### config.mk
export PLATFORM = sky130hd
export DESIGN_NAME = pixel_mask_apply_flat
export DESIGN_NICKNAME = d
export VERILOG_FILES = /design/src/rtl/core/pma_pkg.sv /design/src/rtl/core/pma_pix_in_if.sv /design/src/rtl/core/pma_pix_out_if.sv /design/src/rtl/core/pma_cfg_if.sv /design/src/rtl/core/pma_lane.sv /design/src/rtl/core/pma_merge.sv /design/src/rtl/core/pixel_mask_apply.sv /design/src/flat_wrapper.sv
export SDC_FILE = /design/constraint.sdc
export NUM_CORES = 1
export LEC_CHECK = 0
export BUFFER_PORTS_ARGS = -buffer_cell sky130_fd_sc_hd__buf_2
export CORE_ASPECT_RATIO = 1.75
export CORE_MARGIN = 2
export CORE_UTILIZATION = 52
export CTS_CLUSTER_DIAMETER = 40
export DETAILED_ROUTE_END_ITERATION = 6
export PLACE_DENSITY = 0.7
export SLEW_MARGIN = 5
export SYNTH_ARGS = -nofsm -noshare
export SYNTH_HDL_FRONTEND = slang
export SYNTH_SLANG_ARGS = --single-unit
### constraint.sdc
create_clock -name clk -period 6.4 [get_ports clk]
set_input_delay 1.28 -clock clk [delete_from_list [all_inputs] [get_ports clk]]
set_output_delay 1.28 -clock clk [all_outputs]
set_load 0.02 [all_outputs]
### src/rtl/core/pma_pkg.sv
// Package with shared types, codes and the divide-by-255 helper of the pixel mask block.
`default_nettype none
package pma_pkg;

	localparam int unsigned PIX_W = 8;
	localparam int unsigned PROD_W = 2 * PIX_W;
	localparam int unsigned MODE_W = 2;
	localparam int unsigned CFG_IDX_W = 1;
	localparam int unsigned CFG_DATA_W = 2;
	localparam int unsigned NUM_LANES = 3;

	localparam logic [PIX_W-1:0] FULL_SCALE = 8'hff;
	localparam logic [PIX_W-1:0] CHROMA_MID = 8'h80;

	// Pixel mode codes; the unused code behaves as alpha replacement.
	localparam logic [MODE_W-1:0] MODE_RGB = 2'd0;
	localparam logic [MODE_W-1:0] MODE_YUV = 2'd1;
	localparam logic [MODE_W-1:0] MODE_ALPHA = 2'd2;
	localparam logic [MODE_W-1:0] MODE_ALPHA_ALIAS = 2'd3;

	// Configuration register indexes.
	localparam logic [CFG_IDX_W-1:0] REG_PIXEL_MODE = 1'b0;
	localparam logic [CFG_IDX_W-1:0] REG_INVERT = 1'b1;

	typedef logic [PIX_W-1:0] pix_t;
	typedef logic [PROD_W-1:0] prod_t;

	// Stage enables handed from the pipeline control to the lanes and the merge stage.
	typedef struct packed {
		logic adv_s1;
		logic adv_s2;
	} ctl_t;

	// Exact floor(p / 255) for every product of two bytes.
	function automatic pix_t div255(input prod_t p);
		logic [PROD_W:0] t;
		t = {1'b0, p} + {{(PROD_W + 1 - PIX_W){1'b0}}, p[PROD_W-1:PIX_W]} + 1'b1;
		return t[PROD_W-1:PIX_W];
	endfunction

endpackage
`default_nettype wire

### src/rtl/core/pma_pix_in_if.sv
// Input channel carrying one pixel word with its mask byte.
`default_nettype none
interface pma_pix_in_if
	import pma_pkg::*;
	();
	logic valid;
	logic ready;
	pix_t mask_value;
	pix_t comp0;
	pix_t comp1;
	pix_t comp2;
	logic frame_end;

	modport source (output valid, mask_value, comp0, comp1, comp2, frame_end, input ready);
	modport sink (input valid, mask_value, comp0, comp1, comp2, frame_end, output ready);
endinterface
`default_nettype wire

### src/rtl/core/pma_pix_out_if.sv
// Output channel carrying one masked pixel word.
`default_nettype none
interface pma_pix_out_if
	import pma_pkg::*;
	();
	logic valid;
	logic ready;
	pix_t out0;
	pix_t out1;
	pix_t out2;
	pix_t alpha_out;
	logic last_pixel;

	modport source (output valid, out0, out1, out2, alpha_out, last_pixel, input ready);
	modport sink (input valid, out0, out1, out2, alpha_out, last_pixel, output ready);
endinterface
`default_nettype wire

### src/rtl/core/pma_cfg_if.sv
// Configuration write channel with register index and write data.
`default_nettype none
interface pma_cfg_if
	import pma_pkg::*;
	();
	logic valid;
	logic ready;
	logic [CFG_IDX_W-1:0] index;
	logic [CFG_DATA_W-1:0] data;

	modport source (output valid, index, data, input ready);
	modport sink (input valid, index, data, output ready);
endinterface
`default_nettype wire

### src/rtl/core/pma_lane.sv
// One component lane: registered coverage product, then divide by 255 and chroma recentering.
`default_nettype none
module pma_lane
	import pma_pkg::*;
(
	input  wire logic clk,
	input  wire ctl_t ctl,
	input  wire pix_t coverage,
	input  wire pix_t comp,
	input  wire logic chroma,
	output pix_t      result
);

	pix_t  operand;
	logic  neg;
	prod_t prod_s1;
	logic  neg_s1;
	logic  chroma_s1;
	pix_t  quot;

	// Chroma is scaled by its distance from mid-scale; the sign is put back afterwards,
	// which gives truncation toward zero.
	always_comb begin
		neg = chroma && (comp < CHROMA_MID);
		if (!chroma) begin
			operand = comp;
		end else if (neg) begin
			operand = CHROMA_MID - comp;
		end else begin
			operand = comp - CHROMA_MID;
		end
	end

	always_ff @(posedge clk) begin
		if (ctl.adv_s1) begin
			prod_s1 <= coverage * operand;
			neg_s1 <= neg;
			chroma_s1 <= chroma;
		end
	end

	assign quot = div255(prod_s1);

	always_comb begin
		if (!chroma_s1) begin
			result = quot;
		end else if (neg_s1) begin
			result = CHROMA_MID - quot;
		end else begin
			result = CHROMA_MID + quot;
		end
	end

endmodule
`default_nettype wire

### src/rtl/core/pma_merge.sv
// Merge stage: combines the lane results with pass-through data into the output register.
`default_nettype none
module pma_merge
	import pma_pkg::*;
(
	input  wire logic clk,
	input  wire ctl_t ctl,
	input  wire pix_t lane_res [NUM_LANES],
	input  wire pix_t comp_s1 [NUM_LANES],
	input  wire logic pass_s1,
	input  wire pix_t alpha_s1,
	input  wire logic last_s1,
	output pix_t      res_s2 [NUM_LANES],
	output pix_t      alpha_s2,
	output logic      last_s2
);

	always_ff @(posedge clk) begin
		if (ctl.adv_s2) begin
			for (int i = 0; i < NUM_LANES; i++) begin
				res_s2[i] <= pass_s1 ? comp_s1[i] : lane_res[i];
			end
			alpha_s2 <= alpha_s1;
			last_s2 <= last_s1;
		end
	end

endmodule
`default_nettype wire

### src/rtl/core/pixel_mask_apply.sv
// Top level of the pixel mask block: configuration, pipeline control, lanes and merge.
//
// The block applies an 8-bit coverage mask to a three-component pixel. Coverage is
// 255 minus the mask byte, or the mask byte itself when invert is set. In RGB mode
// each component is scaled by coverage/255 with truncation; in YUV mode luma is
// scaled the same way and each chroma is scaled around 128 with truncation toward
// zero; in alpha mode (and the unused mode code) the components pass unchanged.
// The coverage always appears on alpha_out and the frame-end flag travels with its
// pixel. One pixel word is accepted every clock cycle unless the first stage is full
// and the output stalls. Each word passes through the register stages in order: the
// first holds the coverage product of each of the three component lanes, the second
// is the output register of the merge stage. Each stage advances on its own, so a
// bubble in the pipe is filled while a finished word waits on the output. Configuration
// writes are always taken and must only be made while no pixel is in flight.
`default_nettype none
module pixel_mask_apply
	import pma_pkg::*;
(
	input  wire logic clk,
	input  wire logic arst_n,
	pma_pix_in_if.sink    pix_in,
	pma_pix_out_if.source pix_out,
	pma_cfg_if.sink       cfg
);

	logic [MODE_W-1:0] pixel_mode_q;
	logic              invert_q;

	ctl_t ctl;
	logic in_fire;
	logic valid_s1;
	logic valid_s2;

	pix_t coverage;
	logic yuv_mode;
	pix_t comp_in [NUM_LANES];
	pix_t comp_s1 [NUM_LANES];
	pix_t lane_res [NUM_LANES];
	pix_t res_s2 [NUM_LANES];
	logic pass_s1;
	pix_t alpha_s1;
	logic last_s1;
	pix_t alpha_s2;
	logic last_s2;

	// Configuration registers. Writes are accepted in every cycle.
	assign cfg.ready = 1'b1;

	always_ff @(posedge clk or negedge arst_n) begin
		if (!arst_n) begin
			pixel_mode_q <= MODE_RGB;
			invert_q <= 1'b0;
		end else if (cfg.valid) begin
			unique case (cfg.index)
				REG_PIXEL_MODE: pixel_mode_q <= cfg.data[MODE_W-1:0];
				REG_INVERT:     invert_q <= cfg.data[0];
			endcase
		end
	end

	// Pipeline control. The output stage moves when it is empty or its word is taken;
	// the first stage moves when it is empty or the output stage is moving.
	assign ctl.adv_s2 = !valid_s2 || pix_out.ready;
	assign ctl.adv_s1 = !valid_s1 || ctl.adv_s2;
	assign pix_in.ready = ctl.adv_s1;
	assign in_fire = pix_in.valid && pix_in.ready;

	always_ff @(posedge clk or negedge arst_n) begin
		if (!arst_n) begin
			valid_s1 <= 1'b0;
			valid_s2 <= 1'b0;
		end else begin
			if (ctl.adv_s1) begin
				valid_s1 <= in_fire;
			end
			if (ctl.adv_s2) begin
				valid_s2 <= valid_s1;
			end
		end
	end

	// Coverage: the mask byte itself, or its complement against full scale.
	assign coverage = invert_q ? pix_in.mask_value : FULL_SCALE - pix_in.mask_value;
	assign yuv_mode = (pixel_mode_q == MODE_YUV);

	assign comp_in[0] = pix_in.comp0;
	assign comp_in[1] = pix_in.comp1;
	assign comp_in[2] = pix_in.comp2;

	// Lane 0 carries red or luma and is never treated as chroma.
	generate
		for (genvar g = 0; g < NUM_LANES; g++) begin : g_lane
			pma_lane u_lane (
				.clk      (clk),
				.ctl      (ctl),
				.coverage (coverage),
				.comp     (comp_in[g]),
				.chroma   ((g != 0) && yuv_mode),
				.result   (lane_res[g])
			);
		end
	endgenerate

	// Side data that rides alongside the lane products.
	always_ff @(posedge clk) begin
		if (ctl.adv_s1) begin
			for (int i = 0; i < NUM_LANES; i++) begin
				comp_s1[i] <= comp_in[i];
			end
			pass_s1 <= (pixel_mode_q == MODE_ALPHA) || (pixel_mode_q == MODE_ALPHA_ALIAS);
			alpha_s1 <= coverage;
			last_s1 <= pix_in.frame_end;
		end
	end

	pma_merge u_merge (
		.clk      (clk),
		.ctl      (ctl),
		.lane_res (lane_res),
		.comp_s1  (comp_s1),
		.pass_s1  (pass_s1),
		.alpha_s1 (alpha_s1),
		.last_s1  (last_s1),
		.res_s2   (res_s2),
		.alpha_s2 (alpha_s2),
		.last_s2  (last_s2)
	);

	assign pix_out.valid = valid_s2;
	assign pix_out.out0 = res_s2[0];
	assign pix_out.out1 = res_s2[1];
	assign pix_out.out2 = res_s2[2];
	assign pix_out.alpha_out = alpha_s2;
	assign pix_out.last_pixel = last_s2;

	// An accepted word always lands in the first stage.
	a_fire_fills_s1: assert property (@(posedge clk) disable iff (!arst_n)
		in_fire |=> valid_s1)
		else $error("accepted pixel word did not reach the first stage");

	// A word in the first stage moves to the output stage whenever that stage advances.
	a_s1_to_s2: assert property (@(posedge clk) disable iff (!arst_n)
		(valid_s1 && ctl.adv_s2) |=> valid_s2)
		else $error("pixel word lost between the first and output stages");

	// An empty first stage never holds off the input.
	a_no_false_stall: assert property (@(posedge clk) disable iff (!arst_n)
		!valid_s1 |-> pix_in.ready)
		else $error("input stalled while the first stage was empty");

	// A full first stage behind a stalled output word stays put.
	a_stall_holds_s1: assert property (@(posedge clk) disable iff (!arst_n)
		(valid_s1 && valid_s2 && !pix_out.ready) |=> (valid_s1 && $stable(alpha_s1)))
		else $error("first stage changed while the pipe was stalled");

endmodule
`default_nettype wire
### src/flat_wrapper.sv
// flat-port wrapper written by rule: the top's interface ports become plain ports
module pixel_mask_apply_flat import pma_pkg::*;
  (clk, arst_n, pix_in_valid, pix_in_mask_value, pix_in_comp0, pix_in_comp1, pix_in_comp2, pix_in_frame_end, pix_in_ready, pix_out_valid, pix_out_out0, pix_out_out1, pix_out_out2, pix_out_alpha_out, pix_out_last_pixel, pix_out_ready, cfg_valid, cfg_index, cfg_data, cfg_ready);
  pma_pix_in_if pix_in_i ();
  pma_pix_out_if pix_out_i ();
  pma_cfg_if cfg_i ();
  input  wire logic clk;
  input  wire logic arst_n;
  input wire logic [$bits(pix_in_i.valid)-1:0] pix_in_valid;
  input wire logic [$bits(pix_in_i.mask_value)-1:0] pix_in_mask_value;
  input wire logic [$bits(pix_in_i.comp0)-1:0] pix_in_comp0;
  input wire logic [$bits(pix_in_i.comp1)-1:0] pix_in_comp1;
  input wire logic [$bits(pix_in_i.comp2)-1:0] pix_in_comp2;
  input wire logic [$bits(pix_in_i.frame_end)-1:0] pix_in_frame_end;
  output wire logic [$bits(pix_in_i.ready)-1:0] pix_in_ready;
  output wire logic [$bits(pix_out_i.valid)-1:0] pix_out_valid;
  output wire logic [$bits(pix_out_i.out0)-1:0] pix_out_out0;
  output wire logic [$bits(pix_out_i.out1)-1:0] pix_out_out1;
  output wire logic [$bits(pix_out_i.out2)-1:0] pix_out_out2;
  output wire logic [$bits(pix_out_i.alpha_out)-1:0] pix_out_alpha_out;
  output wire logic [$bits(pix_out_i.last_pixel)-1:0] pix_out_last_pixel;
  input wire logic [$bits(pix_out_i.ready)-1:0] pix_out_ready;
  input wire logic [$bits(cfg_i.valid)-1:0] cfg_valid;
  input wire logic [$bits(cfg_i.index)-1:0] cfg_index;
  input wire logic [$bits(cfg_i.data)-1:0] cfg_data;
  output wire logic [$bits(cfg_i.ready)-1:0] cfg_ready;
  assign pix_in_i.valid = pix_in_valid;
  assign pix_in_i.mask_value = pix_in_mask_value;
  assign pix_in_i.comp0 = pix_in_comp0;
  assign pix_in_i.comp1 = pix_in_comp1;
  assign pix_in_i.comp2 = pix_in_comp2;
  assign pix_in_i.frame_end = pix_in_frame_end;
  assign pix_in_ready = pix_in_i.ready;
  assign pix_out_valid = pix_out_i.valid;
  assign pix_out_out0 = pix_out_i.out0;
  assign pix_out_out1 = pix_out_i.out1;
  assign pix_out_out2 = pix_out_i.out2;
  assign pix_out_alpha_out = pix_out_i.alpha_out;
  assign pix_out_last_pixel = pix_out_i.last_pixel;
  assign pix_out_i.ready = pix_out_ready;
  assign cfg_i.valid = cfg_valid;
  assign cfg_i.index = cfg_index;
  assign cfg_i.data = cfg_data;
  assign cfg_ready = cfg_i.ready;
  pixel_mask_apply u_core (.clk(clk), .arst_n(arst_n), .pix_in(pix_in_i), .pix_out(pix_out_i), .cfg(cfg_i));
endmodule
==> run metrics <==
outcome complete, no violations; minimum clock period between 6 and 7 ns; most frequent cells in the layout inv_1, nor2_1, ha_1, edfxtp_1, fa_1; GRT Resource Usage Total 0.247; first-pass GRT wire length 44.1 mm; Max Slew Vio Count 0; Comb pwr share 0.656; Initial Util 0.528; reg2reg end u_core.g_lane[2].u_lane.prod_s1[15]; cell count of the worst reg-to-reg path 19; PortBufs 75; WL/cell 17.4 µm; Worst Skew between 0.01 and 0.015 ns; Slowest-stage cell, CP or4_1; WP data required between 6 and 7 ns; Sw Share 0.443; Area contributors post-synth edfxtp_1, fa_1, ha_1; yosys warns 0; FF-to-FF Start u_core.pixel_mode_q[1]; sequential fraction of the synthesis area 0.316; critical path class in -> reg; initial antenna violation count 0; core area roughly 0.022 mm²; mapped cell area approximately 0.012 mm²; max-cap violation count 0; synth-to-layout area growth 14.3%; Rel. slew slack 0.380; largest net degree at the start of global routing 50; Bufs on Longest Clock Path 2; vias in the first global route around 9,100; flops & latches, synth between 100 and 150; Max Fanout on Critical Path 3; CTS tree yes; Least-Margin Pin Slew 0.930 ns; drt via density between 5 and 6; max incr delay on CP about 0.58 ns; number of nets in the layout ~1,600; total power 7.59 mW; grt ovf 0; Remaining DRCs 0; peak supply drop approximately 0.26 mV; Critical Path Start Type input pin; Flop pwr share 0.211; Synth area leader edfxtp_1; via count 8,652; post-cts sizing count 0; CTS Buf Count 17; diode count 0; DP Wirelength around 22 mm; P_int 4.23 mW; Synth Net Count 1,430; clock share of power 0.133; Die ar. around 0.024 mm²; Synth Flop Type edfxtp_1; setup bufs post-CTS 0; leakage around 6.2 nW; final hold violations 0; Syn Inst Count 1,148; Top cell by count, worst path fa_1; GPL Wtd Cong ~0.91; RSZ-0062 raised after global routing false; hold path startpoint u_core.alpha_s1[1]; Clk Latency, worst-skew pair 0.44 ns; CTS Root Cell clkbuf_16; Avg Synthesized Cell Area just over 10 µm²; Initial DRT Pass Iterations 7; crit path cell chain buf_2 -> or4_1 -> o41ai_1 -> nand2_1 -> fa_1 -> fa_1 -> inv_1 -> fa_1 -> inv_1 -> fa_1 -> inv_1 -> ha_1 -> o21a_1 -> o31a_1 -> o211ai_1 -> a21oi_1 -> a2111oi_2 -> a21oi_1 -> xnor2_1; Clock Sinks ~120; DR iter-0 viols 471; Die Wd between 100 and 150 µm; R2R setup slack between 0.6 and 0.7 ns; cell row count ~70; layout cells sized above 1 0.143; number of library cell types mapped by synthesis 63; IO Count just under 80; cell area power density 572 mW/mm²; Critical Path AT between 6 and 7 ns; drt total wl roughly 27 mm; clock-pin slew on the worst setup and hold paths around 0.06 ns; Hold-fix buffers, CTS 0; commonest non-fill, non-tap cell in the layout inv_1; Die Y-Extent slightly above 200 µm; post-route ant nets 0; Final setup viols 0; setup TNS 0 ns; Hold Crit Depth 0; Worst Hold Class reg -> reg; Hold EP u_core.u_merge.alpha_s2[1]; top-area cell type share of the netlist area 0.305; CP Capture Type register; Synth async-reset ratio 0.0407; FMAX between 150 and 200 MHz; number of flops mapped to enable cells by yosys ~120; Tcrit/Tclk final 0.965; htree depth 4; Psw between 3 and 4 mW
==> routing by layer <==
| layer | share of wire | GRT usage | routed length (µm) | up-vias |
|---|---|---|---|---|
| met4 | 0.039 | 0.115 | 1070 | 0 |
| met1 | 0.36 | 0.257 | 9880 | 4307 |
| met2 | 0.56 | 0.461 | 15400 | 221 |
| met5 | 0 | 0 | 0 | - |
| li1 | - | - | - | 4058 |
| met3 | 0.041 | 0.0482 | 1130 | 66 |
==> power groups by stage <==
stage / sequential (mW) / combinational, mW / clock (mW)
global route: 1.63 / 5.66 / 1.06
global placement: 1.61 / 4.84 / 0
finish: 1.60 / 4.98 / 1.01
floorplan: 1.63 / 3.70 / 0
CTS: 1.60 / 5.03 / 1.03
detailed placement: 1.61 / 4.96 / 0
==> worst max-delay path by stage <==
stage | to | from | slack, ns
floorplan | u_core.g_lane[2].u_lane.prod_s1[15] | pix_in_comp2[5] | 0.03
global placement | u_core.g_lane[2].u_lane.prod_s1[15] | pix_in_comp2[5] | -0.13
detailed placement | u_core.g_lane[2].u_lane.prod_s1[15] | pix_in_comp2[5] | -0.20
CTS | u_core.g_lane[2].u_lane.prod_s1[15] | pix_in_comp2[5] | 0.25
global route | u_core.g_lane[2].u_lane.prod_s1[15] | pix_in_comp2[5] | 0.02
finish | u_core.g_lane[2].u_lane.prod_s1[15] | pix_in_comp2[5] | 0.22
==> cell usage after synthesis, drive strengths merged, types with 2 or more instances <==
master       count
inv            176
nor2           137
ha             133
edfxtp         118
fa             108
nand2           96
xnor2           49
a21oi           39
o21ai           38
and2            35
xor2            25
nand2b          21
clkbuf          20
nand3           16
nor3            13
o21a            13
o211ai           9
and3             8
mux2             8
nor2b            7
a211oi           5
dfrtp            5
nor4             5
a2111oi          4
a21o             4
mux2i            4
or2              4
a31oi            3
clkinv           3
o22ai            3
o31a             3
or4              3
a22oi            2
a41oi            2
buf              2
dlygate4sd1      2
nand3b           2
nand4            2
o31ai            2
o41a             2
o41ai            2
==> sequential cells by signal, indices dropped and copies added, names as in the netlist <==
register	count
u_core.alpha_s1	8
u_core.comp_s1	24
u_core.g_lane.u_lane.chroma_s1	1
u_core.g_lane.u_lane.neg_s1	2
u_core.g_lane.u_lane.prod_s1	48
u_core.invert_q	1
u_core.last_s1	1
u_core.pass_s1	1
u_core.pix_out.valid	1
u_core.pixel_mode_q	2
u_core.u_merge.alpha_s2	8
u_core.u_merge.last_s2	1
u_core.u_merge.res_s2	24
u_core.valid_s1	1
==> final cells by class <==
type	count	area (µm²)
clock buffers	17	425
clock inverters	15	190
fillers	1855	8710
inverters	179	672
multi-input cells	822	7170
flip-flops and latches	123	3670
well taps	296	370
repair buffers	128	773
==> kinds of logic (layout without fill, tap and decap cells) <==
kind of cell	Yosys count	count (layout)	synth area share
adder cells (fa/ha/maj)	241	241	0.329
AO/OA/AOI/OAI	142	142	0.0829
XOR/XNOR	74	74	0.0558
multiplexers	12	12	0.0112
other	1	1	0.000323
AND/OR/NAND/NOR	352	352	0.137
flip-flops	123	123	0.316
buffers and inverters	203	339	0.0669
==> critical path, delay by kind of cell <==
| family | cells | cell delay, ns |
|---|---|---|
| fa+ha+maj | 5 | 2.43 |
| compound gates | 7 | 1.50 |
| simple gates | 2 | 0.72 |
| buf+inv | 4 | 0.29 |
| xor+xnor | 1 | 0.14 |
==> through the flow <==
step | std cells | instance area, µm² | util | hold slack, ns | setup WS [ns]
after detailed placement | 1548 | 12700 | 0.576 | 0.405 | -0.196
after global routing | 1580 | 13300 | 0.604 | 0.423 | 0.0216
after global placement | 1548 | 12700 | 0.576 | 0.401 | -0.131
after floorplan | 1148 | 11600 | - | 0.400 | 0.0315
after CTS | 1580 | 13300 | 0.604 | 0.419 | 0.247
final | 1580 | 13300 | 0.604 | 0.418 | 0.222
(Power assumes the default switching activity.)
